==> config.mk <==
export PLATFORM = sky130hd
export DESIGN_NAME = multiframe_telegram_filter
export DESIGN_NICKNAME = d
export VERILOG_FILES = /design/src/rtl/mtf_pkg.sv /design/src/rtl/mtf_table.sv /design/src/rtl/mtf_cmp.sv /design/src/rtl/multiframe_telegram_filter.sv
export SDC_FILE = /design/constraint.sdc
export NUM_CORES = 1
export LEC_CHECK = 0
export BUFFER_PORTS_ARGS = -buffer_cell sky130_fd_sc_hd__buf_2
export CAP_MARGIN = 10
export CORE_ASPECT_RATIO = 0.7
export CORE_MARGIN = 2
export CORE_UTILIZATION = 55
export CTS_CLUSTER_DIAMETER = 50
export DETAILED_ROUTE_END_ITERATION = 12
export GPL_ROUTABILITY_DRIVEN = 0
export PLACE_DENSITY_LB_ADDON = 0.15
export SYNTH_ARGS = -nofsm -noshare
export SYNTH_HDL_FRONTEND = slang
export SYNTH_SLANG_ARGS = --single-unit
==> constraint.sdc <==
create_clock -name clk -period 8.5 [get_ports clk]
set_input_delay 0.85 -clock clk [delete_from_list [all_inputs] [get_ports clk]]
set_output_delay 0.85 -clock clk [all_outputs]
set_load 0.01 [all_outputs]
==> src/rtl/mtf_pkg.sv <==
// Shared types and constants for the multiframe telegram filter.
// Used by every module in rtl/; depends on nothing.
package mtf_pkg;

	localparam int SLOTS     = 8;
	localparam int SLOT_W    = (SLOTS > 1) ? $clog2(SLOTS) : 1;
	localparam int ID_W      = 32;
	localparam int TG_W      = 8;
	localparam int TMR_W     = 8;
	localparam int FRM_W     = 8;
	localparam int CFG_W     = 8;
	localparam int CFG_IDX_W = 1;

	localparam logic [SLOT_W-1:0] SLOT_LAST = SLOT_W'(SLOTS - 1);

	localparam logic OP_TELEGRAM = 1'b0;
	localparam logic OP_TICK     = 1'b1;

	localparam logic KIND_SINGLE = 1'b0;
	localparam logic KIND_MULTI  = 1'b1;

	localparam logic [CFG_IDX_W-1:0] REG_LOCK_TIME  = 1'b0;
	localparam logic [CFG_IDX_W-1:0] REG_MAX_FRAMES = 1'b1;

	localparam logic [TMR_W-1:0] LOCK_TIME_RST  = 8'd10;
	localparam logic [FRM_W-1:0] MAX_FRAMES_RST = 8'd3;
	localparam logic [FRM_W-1:0] FRM_ONE        = 8'd1;
	localparam logic [FRM_W-1:0] FRM_SAT        = 8'hFF;

	typedef logic [SLOT_W-1:0] slot_idx_t;

	typedef struct packed {
		logic [ID_W-1:0]  sensor_id;
		logic [TMR_W-1:0] lock_timer;
		logic [FRM_W-1:0] frame_count;
		logic [TG_W-1:0]  tg_count;
	} slot_t;

	typedef struct packed {
		logic id_match;
		logic id_zero;
		logic timer_zero;
		logic tg_differs;
		logic tg_same;
		logic frames_below;
		logic frames_full;
	} cmp_t;

	typedef enum logic [1:0] {
		ST_IDLE,
		ST_SCAN,
		ST_UPDATE,
		ST_TICK
	} state_t;

endpackage

==> src/rtl/mtf_table.sv <==
// Slot table: SLOTS entries in flops, one write port, one read port.
// Depends on mtf_pkg.
module mtf_table (
	input  logic              clk,
	input  logic              arst_n,
	input  logic              we,
	input  mtf_pkg::slot_idx_t waddr,
	input  mtf_pkg::slot_t    wdata,
	input  mtf_pkg::slot_idx_t raddr,
	output mtf_pkg::slot_t    rdata
);

	mtf_pkg::slot_t slots_q [mtf_pkg::SLOTS];

	always_ff @(posedge clk or negedge arst_n) begin
		if (!arst_n) begin
			for (int i = 0; i < mtf_pkg::SLOTS; i++) begin
				slots_q[i] <= '0;
			end
		end else if (we) begin
			slots_q[waddr] <= wdata;
		end
	end

	assign rdata = slots_q[raddr];

endmodule

==> src/rtl/mtf_cmp.sv <==
// Shared compare unit: evaluates one slot entry against the current item.
// Depends on mtf_pkg.
module mtf_cmp (
	input  mtf_pkg::slot_t                    entry,
	input  logic [mtf_pkg::ID_W-1:0]          sensor_id,
	input  logic [mtf_pkg::TG_W-1:0]          tg,
	input  logic [mtf_pkg::FRM_W-1:0]         max_frames,
	output mtf_pkg::cmp_t                     flags
);

	logic tg_valid;

	assign tg_valid = (tg != '0);

	always_comb begin
		flags.id_match     = (entry.sensor_id == sensor_id);
		flags.id_zero      = (entry.sensor_id == '0);
		flags.timer_zero   = (entry.lock_timer == '0);
		flags.tg_differs   = tg_valid && (entry.tg_count != tg);
		flags.tg_same      = tg_valid && (entry.tg_count == tg);
		flags.frames_below = (entry.frame_count < max_frames);
		flags.frames_full  = (entry.frame_count == mtf_pkg::FRM_SAT);
	end

endmodule

==> src/rtl/multiframe_telegram_filter.sv <==
// Top level of the multiframe telegram filter: sequencer, config registers.
// Depends on mtf_pkg, mtf_table and mtf_cmp.
//
// Usage:
//   An item (opcode, sensor_id, telegram_counter) is taken at a rising edge
//   with start high and busy low. busy stays high until the item is done.
//   A telegram walks the slot table one slot per cycle through a single
//   compare unit and stops at the first slot whose ID matches; it then
//   updates the chosen slot in ST_UPDATE and gives its result. When no
//   matching and no usable slot is found, the result is given at the end
//   of the walk, without an update.
//   A tick walks all SLOTS slots, decrementing nonzero lock timers, and
//   gives no result; busy stays high for the whole walk.
//   A result is frame_kind with done high for exactly one cycle; the
//   receiver cannot stall, so nothing is held back. The next item may be
//   taken on the edge that ends the done cycle.
//   Config writes (cfg_we, cfg_idx, cfg_data) take effect at once; write
//   only while idle. Reset clears the table and restores lock_time 10 and
//   max_frames 3.
module multiframe_telegram_filter (
	input  logic                            clk,
	input  logic                            arst_n,
	input  logic                            start,
	output logic                            busy,
	input  logic                            opcode,
	input  logic [mtf_pkg::ID_W-1:0]        sensor_id,
	input  logic [mtf_pkg::TG_W-1:0]        telegram_counter,
	output logic                            done,
	output logic                            frame_kind,
	input  logic                            cfg_we,
	input  logic [mtf_pkg::CFG_IDX_W-1:0]   cfg_idx,
	input  logic [mtf_pkg::CFG_W-1:0]       cfg_data
);

	mtf_pkg::state_t            state_q, state_d;
	mtf_pkg::slot_idx_t         idx_q, found_q, empty_q, idle_q;
	logic                       empty_vld_q, idle_vld_q;
	logic [mtf_pkg::ID_W-1:0]   id_q;
	logic [mtf_pkg::TG_W-1:0]   tg_q;
	logic [mtf_pkg::TMR_W-1:0]  lock_time_q;
	logic [mtf_pkg::FRM_W-1:0]  max_frames_q;
	logic                       done_q, kind_q;

	mtf_pkg::slot_idx_t         raddr;
	mtf_pkg::slot_t             entry;
	mtf_pkg::cmp_t              flags;
	logic                       tbl_we;
	mtf_pkg::slot_t             tbl_wdata;
	mtf_pkg::slot_idx_t         tbl_waddr;
	logic                       done_d, kind_d;
	logic                       accept, last, any_slot;

	assign accept   = start && (state_q == mtf_pkg::ST_IDLE);
	assign last     = (idx_q == mtf_pkg::SLOT_LAST);
	assign any_slot = empty_vld_q || flags.id_zero || idle_vld_q || flags.timer_zero;
	assign raddr    = (state_q == mtf_pkg::ST_UPDATE) ? found_q : idx_q;

	mtf_table u_table (
		.clk   (clk),
		.arst_n(arst_n),
		.we    (tbl_we),
		.waddr (tbl_waddr),
		.wdata (tbl_wdata),
		.raddr (raddr),
		.rdata (entry)
	);

	mtf_cmp u_cmp (
		.entry     (entry),
		.sensor_id (id_q),
		.tg        (tg_q),
		.max_frames(max_frames_q),
		.flags     (flags)
	);

	always_comb begin
		state_d = state_q;
		case (state_q)
			mtf_pkg::ST_IDLE: begin
				if (accept) begin
					state_d = (opcode == mtf_pkg::OP_TICK) ? mtf_pkg::ST_TICK : mtf_pkg::ST_SCAN;
				end
			end
			mtf_pkg::ST_SCAN: begin
				if (flags.id_match) begin
					state_d = mtf_pkg::ST_UPDATE;
				end else if (last) begin
					state_d = any_slot ? mtf_pkg::ST_UPDATE : mtf_pkg::ST_IDLE;
				end
			end
			mtf_pkg::ST_UPDATE: begin
				state_d = mtf_pkg::ST_IDLE;
			end
			mtf_pkg::ST_TICK: begin
				if (last) begin
					state_d = mtf_pkg::ST_IDLE;
				end
			end
			default: state_d = mtf_pkg::ST_IDLE;
		endcase
	end

	always_comb begin
		tbl_we    = 1'b0;
		tbl_waddr = idx_q;
		tbl_wdata = entry;
		done_d    = 1'b0;
		kind_d    = mtf_pkg::KIND_SINGLE;
		case (state_q)
			mtf_pkg::ST_SCAN: begin
				if (!flags.id_match && last && !any_slot) begin
					done_d = 1'b1;
				end
			end
			mtf_pkg::ST_UPDATE: begin
				done_d    = 1'b1;
				tbl_waddr = found_q;
				if (flags.timer_zero || flags.tg_differs) begin
					tbl_we                = 1'b1;
					tbl_wdata.sensor_id   = id_q;
					tbl_wdata.lock_timer  = lock_time_q;
					tbl_wdata.frame_count = mtf_pkg::FRM_ONE;
					tbl_wdata.tg_count    = tg_q;
				end else if (flags.frames_below || flags.tg_same) begin
					kind_d = mtf_pkg::KIND_MULTI;
					if (!flags.frames_full) begin
						tbl_we                = 1'b1;
						tbl_wdata.frame_count = entry.frame_count + mtf_pkg::FRM_ONE;
					end
				end
			end
			mtf_pkg::ST_TICK: begin
				if (!flags.timer_zero) begin
					tbl_we               = 1'b1;
					tbl_wdata.lock_timer = entry.lock_timer - 1'b1;
				end
			end
			default: begin
				tbl_we = 1'b0;
			end
		endcase
	end

	always_ff @(posedge clk or negedge arst_n) begin
		if (!arst_n) begin
			state_q     <= mtf_pkg::ST_IDLE;
			idx_q       <= '0;
			empty_vld_q <= 1'b0;
			idle_vld_q  <= 1'b0;
			done_q      <= 1'b0;
		end else begin
			state_q <= state_d;
			done_q  <= done_d;
			if (accept) begin
				idx_q       <= '0;
				empty_vld_q <= 1'b0;
				idle_vld_q  <= 1'b0;
			end else if (state_q == mtf_pkg::ST_SCAN || state_q == mtf_pkg::ST_TICK) begin
				idx_q <= last ? '0 : idx_q + 1'b1;
				if (flags.id_zero) begin
					empty_vld_q <= 1'b1;
				end
				if (flags.timer_zero) begin
					idle_vld_q <= 1'b1;
				end
			end
		end
	end

	always_ff @(posedge clk) begin
		kind_q <= kind_d;
		if (accept) begin
			id_q <= sensor_id;
			tg_q <= telegram_counter;
		end
		if (state_q == mtf_pkg::ST_SCAN) begin
			if (!empty_vld_q && flags.id_zero) begin
				empty_q <= idx_q;
			end
			if (!idle_vld_q && flags.timer_zero) begin
				idle_q <= idx_q;
			end
			if (flags.id_match) begin
				found_q <= idx_q;
			end else if (last) begin
				if (empty_vld_q) begin
					found_q <= empty_q;
				end else if (flags.id_zero) begin
					found_q <= idx_q;
				end else if (idle_vld_q) begin
					found_q <= idle_q;
				end else begin
					found_q <= idx_q;
				end
			end
		end
	end

	always_ff @(posedge clk or negedge arst_n) begin
		if (!arst_n) begin
			lock_time_q  <= mtf_pkg::LOCK_TIME_RST;
			max_frames_q <= mtf_pkg::MAX_FRAMES_RST;
		end else if (cfg_we) begin
			case (cfg_idx)
				mtf_pkg::REG_LOCK_TIME:  lock_time_q  <= cfg_data;
				mtf_pkg::REG_MAX_FRAMES: max_frames_q <= cfg_data;
				default: ;
			endcase
		end
	end

	assign busy       = (state_q != mtf_pkg::ST_IDLE);
	assign done       = done_q;
	assign frame_kind = kind_q;

	a_done_idle: assert property (@(posedge clk) disable iff (!arst_n)
		done |-> (state_q == mtf_pkg::ST_IDLE))
		else $error("result strobe while sequencer busy");

	a_accept_busy: assert property (@(posedge clk) disable iff (!arst_n)
		(start && !busy) |=> busy)
		else $error("accepted item did not raise busy");

	a_tick_silent: assert property (@(posedge clk) disable iff (!arst_n)
		(state_q == mtf_pkg::ST_TICK) |=> !done)
		else $error("tick produced a result");

	a_multi_from_update: assert property (@(posedge clk) disable iff (!arst_n)
		(done && frame_kind == mtf_pkg::KIND_MULTI) |-> $past(state_q == mtf_pkg::ST_UPDATE))
		else $error("multi result without slot update");

endmodule
==> results of run 1 <==
cell type report:
type	count	area, µm²
clock buffers	70	1460
clock inverters	22	235
fillers	3619	17300
inverters	35	131
multi-input cells	1355	11200
flip-flops and latches	522	13300
well taps	603	754
repair buffers	105	758
cells by family (layout without fill, tap and decap cells):
logic type / after synthesis / in the layout / share of synthesized area [%]
muxes: 537 / 537 / 23.9
buffers and inverters: 169 / 232 / 3.36
DFF: 522 / 522 / 52.5
xor gates and xnor gates: 36 / 36 / 1.24
and+or+nand+nor: 424 / 424 / 8.24
AOI/OAI and AO/OA: 342 / 342 / 9.90
adders and majority gates: 16 / 16 / 0.790
stage by stage:
stage          setup slack, ps  cells  util [%]  cell area, µm²  total power, mW
4_1_cts                   1860   2712      61.7           27900             11.6
3_3_place_gp              2040   2620      57.9           26200             9.09
5_1_grt                   1410   2712      61.7           27900             12.3
3_5_place_dp              1930   2620      57.9           26200             9.26
2_1_floorplan             3710   2046         -           25300             7.66
6_report                  1830   2712      61.7           27900             11.7
registers in the layout, indices dropped and copies added (netlist names):
name,cells
state_q,2
idx_q,3
idle_vld_q,1
done,1
lock_time_q,8
frame_kind,1
empty_vld_q,1
found_q,3
max_frames_q,8
idle_q,3
id_q,32
empty_q,3
tg_q,8
u_table.slots_q,448
path summary, 6_finish.rpt:
check / startpoint / end / slack [ps] / depth (start not counted)
max in group asynchronous: arst_n / u_table.slots_q[160]$_DFFE_PN0P_ / 6660 / 2
hold reg to reg: u_table.slots_q[380]$_DFFE_PN0P_ / u_table.slots_q[380]$_DFFE_PN0P_ / 490 / 1
hold / removal: arst_n / u_table.slots_q[397]$_DFFE_PN0P_ / 270 / 1
min in group clk: telegram_counter[4] / tg_q[4]$_DFFE_PP_ / 420 / 1
setup reg to reg: state_q[0]$_DFFE_PN0P_ / u_table.slots_q[372]$_DFFE_PN0P_ / 1830 / 15
setup / recovery: state_q[0]$_DFFE_PN0P_ / u_table.slots_q[372]$_DFFE_PN0P_ / 1830 / 15
Yosys cell counts, types with 13 or more instances:
master	number	area (µm²)
edfxtp_1	49	1470
nor3_1	32	160
o22ai_1	23	144
buf_6	13	146
clkbuf_1	31	116
mux2_1	16	180
inv_1	34	128
nand2_1	174	653
mux2i_1	90	901
nand3_1	57	285
a221o_1	14	140
buf_2	74	370
a31oi_1	16	100
nand4_1	24	150
mux2_2	417	4700
ha_1	16	200
a21oi_1	85	425
a32o_1	40	400
o21ai_0	28	140
nor2_1	55	206
xnor2_1	27	236
dfrtp_1	468	11700
power groups by stage:
stage | logic, mW | registers, mW | clock network, mW
3_3_place_gp | 5.11 | 3.98 | 0
3_5_place_dp | 5.25 | 4.01 | 0
6_report | 5.36 | 3.99 | 2.31
5_1_grt | 5.78 | 4.08 | 2.45
4_1_cts | 5.27 | 3.98 | 2.34
2_1_floorplan | 3.83 | 3.83 | 0
per-layer routing:
layer	routed length [µm]	GRT usage (%)
met1	32000	45.5
met5	0	0
met3	5830	5.65
met2	30000	42.9
met4	1390	6.51
worst max-delay path, stage by stage (launching register included):
cell,delay [ps]
dfrtp_1,430
inv_1,130
ha_2,640
mux2i_4,270
nand2_1,590
o221ai_1,230
a222oi_1,890
ha_1,390
nand4_1,110
nor2_1,60
a2111oi_0,530
a21oi_1,240
o311a_1,540
nor3_4,170
buf_4,820
mux2_2,420
==> results by group, run 1 <==
Route
  • Final ANT Viol Nets: 0
  • Vias: 17800
  • Drt pass-1 iters: 6
  • 1st-iter DRT viols: 1857
  • Vias/cell: 6.56
  • WL/cell: 25.5 µm
  • Post-route DRC: 0
  • Final wirelength: 69200 µm

STA
  • Tightest hold margin: 268 ps
  • Fmax achieved: 0.150 GHz
  • Worst-Margin Slew: 1070 ps
  • Setup violators final: 0
  • RSZ-0062 raised after global routing: no
  • Minimum clock period: 6670 ps
  • Final hold violations: 0
  • Max-Slew Margin vs Limit: 28.5%
  • Setup TNS: 0 ps
  • Final slew viol count: 0
  • Setup Skew: 32.0 ps
  • Final period util: 78.5%

Final layout
  • Most frequent cells in the layout: 468 x dfrtp_1, 416 x mux2_2, 174 x nand2_1, 89 x mux2i_1, 85 x a21oi_1
  • Most common cell after layout, fill and taps aside: dfrtp_1
  • N_diodes: 0
  • Nets: 2139
  • Synthesis-to-layout area growth: 10.1%
  • Layout cell share with drive strength beyond 1: 30.9%

Placement
  • # port buffers: 56
  • Dpl hpwl: 43200 µm

CTS
  • CTS Root Cell: clkbuf_16
  • Post-CTS Resized: 0
  • Post-CTS Setup Bufs: 0
  • CTS Hold Buffers Added: 0
  • Clk_lat worst skew: 600 ps
  • CTS tree: built
  • Sink Count: 522
  • Num CTS Buffers: 50
  • Clock tree buffer depth: 3
  • Clk slew on worst S/H paths: 60 ps
  • CTS H-tree lvls: 2

Logic synthesis
  • Post-synth EDFFs: 49
  • Synth unique cells: 89
  • Ys Warns: 0
  • Async S/R FF share, synth: 90.4%
  • Synthesized area: 25300 µm²
  • Syn nets: 2116
  • Synthesized instance count: 2046
  • Mapped Avg Cell Area: 12.4 µm²
  • Seq cells post-synth: 522
  • Seq/Total Area, Yosys: 52.5%
  • Most common flop cell mapped by yosys: dfrtp_1

Global route
  • First-pass GRT wire length: 108000 µm
  • Vias in the first global route: 17500
  • GRT Overall Usage: 29.4%
  • Initial antenna violation count: 1
  • Grt ovf: 0
  • Largest net degree at the start of global routing: 169

Worst setup path
  • Worst Path Class, Setup: register to register
  • Maximum fanout along the worst path: 53
  • CP endpoint kind: register
  • Setup crit start kind: register
  • CP Data Required Time: 8960 ps
  • Worst Path Arrival: 7130 ps

Pwr
  • Worst vdd rail ir drop: 0.239 mV
  • Internal: 6.85 mW
  • Clock power frac: 19.8%
  • Switching power: 4.83 mW
  • Total leakage power: 12.3 nW
  • Cell Pwr Density: 419 nW/µm²
  • Sw frac: 41.3%
  • Combinational fraction of design power: 46.0%
  • Sequential power share: 34.2%

Die
  • Initial Util: 56.0%
  • Area of the core: 45200 µm²
  • Die Width: 261 µm
  • Rows: 65
  • Boundary Pins: 57
  • DIE HEIGHT: 184 µm
  • Die area: 47800 µm²

Run
  • Max Cap Violations: 0

Outcome
  • Outcome: completed

Worst hold path
  • Worst Hold Class: input port to async pin
(Power assumes the default switching activity.)
==> run 2: changes to the inputs <==
==> constraint.sdc (replaced) <==
create_clock -name clk -period 6.9 [get_ports clk]
set_input_delay 0.69 -clock clk [delete_from_list [all_inputs] [get_ports clk]]
set_output_delay 0.69 -clock clk [all_outputs]
set_load 0.01 [all_outputs]
==> results by group, run 2 (same netlist as run 1, synthesis figures left out) <==
Outcome
  • Outcome: completed

Route
  • WL/cell: 26.2 µm (+2.5%)
  • Vias/cell: 6.56 (about the same)
  • Vias: 18000 (+0.94%)
  • Final ANT Viol Nets: 0 (unchanged)
  • Post-route DRC: 0 (unchanged)
  • 1st-iter DRT viols: 2187 (+18%)
  • Final wirelength: 71600 µm (+3.5%)
  • Drt pass-1 iters: 5 (-1)

Pwr
  • Clock power frac: 19.6% (-0.2 points)
  • Total leakage power: 12.5 nW (+0.98%)
  • Sw frac: 41.6% (+0.29 points)
  • Internal: 8.51 mW (+24%)
  • Sequential power share: 33.8% (-0.4 points)
  • Total chip power: 14.6 mW (+25%)
  • Combinational fraction of design power: 46.6% (+0.6 points)
  • Worst vdd rail ir drop: 0.286 mV (+20%)
  • Switching power: 6.07 mW (+26%)
  • Cell Pwr Density: 519 nW/µm² (+24%)

Die
  • Die Width: 261 µm (unchanged)
  • Die area: 47800 µm² (unchanged)
  • DIE HEIGHT: 184 µm (unchanged)
  • Area of the core: 45200 µm² (unchanged)
  • Boundary Pins: 57 (unchanged)
  • Initial Util: 56.0% (unchanged)
  • Rows: 65 (unchanged)

Worst setup path
  • CP endpoint kind: register
  • Worst Path Class, Setup: register to register
  • Worst Path Arrival: 7040 ps (-90 ps)
  • CP Data Required Time: 7430 ps (-1530 ps)
  • R2R setup slack: 380 ps (-1440 ps)
  • Setup crit start kind: register
  • Worst reg2reg path depth: 13 (-2)
  • Maximum fanout along the worst path: 50 (-5.7%)
  • Worst reg2reg endpoint: u_table.slots_q[108]$_DFFE_PN0P_
  • R2r startpoint: state_q[0]$_DFFE_PN0P_

Final layout
  • Top Registers: u_table.slots_q x448, id_q x32
  • N_diodes: 0 (unchanged)
  • Nets: 2161 (+1.0%)
  • Layout cell share with drive strength beyond 1: 31.3% (+0.47 points)
  • Synthesis-to-layout area growth: 11.0%
  • Most frequent cells in the layout: 468 x dfrtp_1, 416 x mux2_2, 174 x nand2_1, 89 x mux2i_1, 85 x a21oi_1
  • Max reg flops: 448 (unchanged)
  • Reg with most FFs: u_table.slots_q
  • Most common cell after layout, fill and taps aside: dfrtp_1

CTS
  • Post-CTS Resized: 0 (unchanged)
  • CTS Root Cell: clkbuf_16
  • CTS H-tree lvls: 2 (unchanged)
  • Clock tree buffer depth: 3 (unchanged)
  • CTS tree: built
  • Post-CTS Setup Bufs: 0 (unchanged)
  • CTS Hold Buffers Added: 0 (unchanged)
  • Sink Count: 522 (unchanged)
  • Clk slew on worst S/H paths: 60 ps (about the same)
  • Clk_lat worst skew: 600 ps (about the same)
  • Num CTS Buffers: 52 (+4.0%)

Global route
  • Grt ovf: 0 (unchanged)
  • GRT Overall Usage: 30.3% (+0.89 points)
  • Initial antenna violation count: 1 (unchanged)
  • Largest net degree at the start of global routing: 152 (-10%)
  • Vias in the first global route: 18000 (+2.7%)
  • First-pass GRT wire length: 110000 µm (+2.0%)

STA
  • Setup TNS: 0 ps (unchanged)
  • Setup Skew: 22.8 ps (-9.27 ps)
  • Final period util: 94.4% (+16 points)
  • RSZ-0062 raised after global routing: no
  • Fmax achieved: 0.153 GHz (+2.4%)
  • Setup violators final: 0 (unchanged)
  • Minimum clock period: 6520 ps (-158 ps)
  • Final hold violations: 0 (unchanged)
  • Final slew viol count: 0 (unchanged)
  • Worst-Margin Slew: 1070 ps (+0.0822 ps)
  • Max-Slew Margin vs Limit: 28.5% (about the same)

Run
  • Max Cap Violations: 0 (unchanged)

Worst hold path
  • Worst Hold Class: input port to async pin

Placement
  • # port buffers: 56 (unchanged)
  • Dpl hpwl: 44900 µm (+3.9%)
run 2: critical path: stages (launching register included):
cell and delay (ps):
dfrtp_1 420, inv_1 140, ha_2 540, mux2i_4 860
nor2_2 400, buf_4 370, a32o_1 300, o21a_1 200
nor4b_1 660, and4_1 510, o21a_2 900, nor2_1 80
a21oi_1 700, mux2_2 310
run 2: how the worst max path moves through the flow:
stage                           start                                to  depth (start not counted)
6_report       state_q[0]$_DFFE_PN0P_  u_table.slots_q[108]$_DFFE_PN0P_                         13
5_1_grt        state_q[0]$_DFFE_PN0P_  u_table.slots_q[164]$_DFFE_PN0P_                         13
4_1_cts        state_q[0]$_DFFE_PN0P_  u_table.slots_q[437]$_DFFE_PN0P_                         13
3_5_place_dp   state_q[0]$_DFFE_PN0P_  u_table.slots_q[108]$_DFFE_PN0P_                         14
3_3_place_gp   state_q[0]$_DFFE_PN0P_  u_table.slots_q[164]$_DFFE_PN0P_                         13
2_1_floorplan  state_q[0]$_DFFE_PN0P_   u_table.slots_q[13]$_DFFE_PN0P_                         18
run 2: area by class of cell:
| class | count | area, µm² |
|---|---|---|
| inverters | 35 | 131 |
| fillers | 3626 | 17100 |
| clock buffers | 70 | 1440 |
| repair buffers | 125 | 971 |
| multi-input cells | 1355 | 11200 |
| flip-flops and latches | 522 | 13300 |
| clock inverters | 28 | 265 |
| well taps | 603 | 754 |
run 2: per-stage QoR:
step	hold slack [ps]	util, %	instance area (µm²)	setup WS [ps]	std cells
after floorplan	394	-	25300	2110	2046
after global placement	468	58.4	26400	824	2640
after global routing	251	62.2	28100	163	2738
after detailed placement	475	58.4	26400	703	2640
final	181	62.2	28100	384	2738
after CTS	215	62.2	28100	646	2738
run 2: power by group through the flow:
stage	clock network [mW]	registers (mW)	logic, mW
after floorplan	0	4.72	4.72
after global placement	0	4.89	6.46
after detailed placement	0	4.95	6.63
after CTS	2.90	4.90	6.66
after global routing	3.04	5.04	7.28
final	2.86	4.93	6.80
run 2: metal layers:
metal  wire, µm  global-route usage (%)
met1      32600                    45.9
met2      30900                    44.1
met3       6570                    6.87
met4       1500                    7.70
met5          0                       0
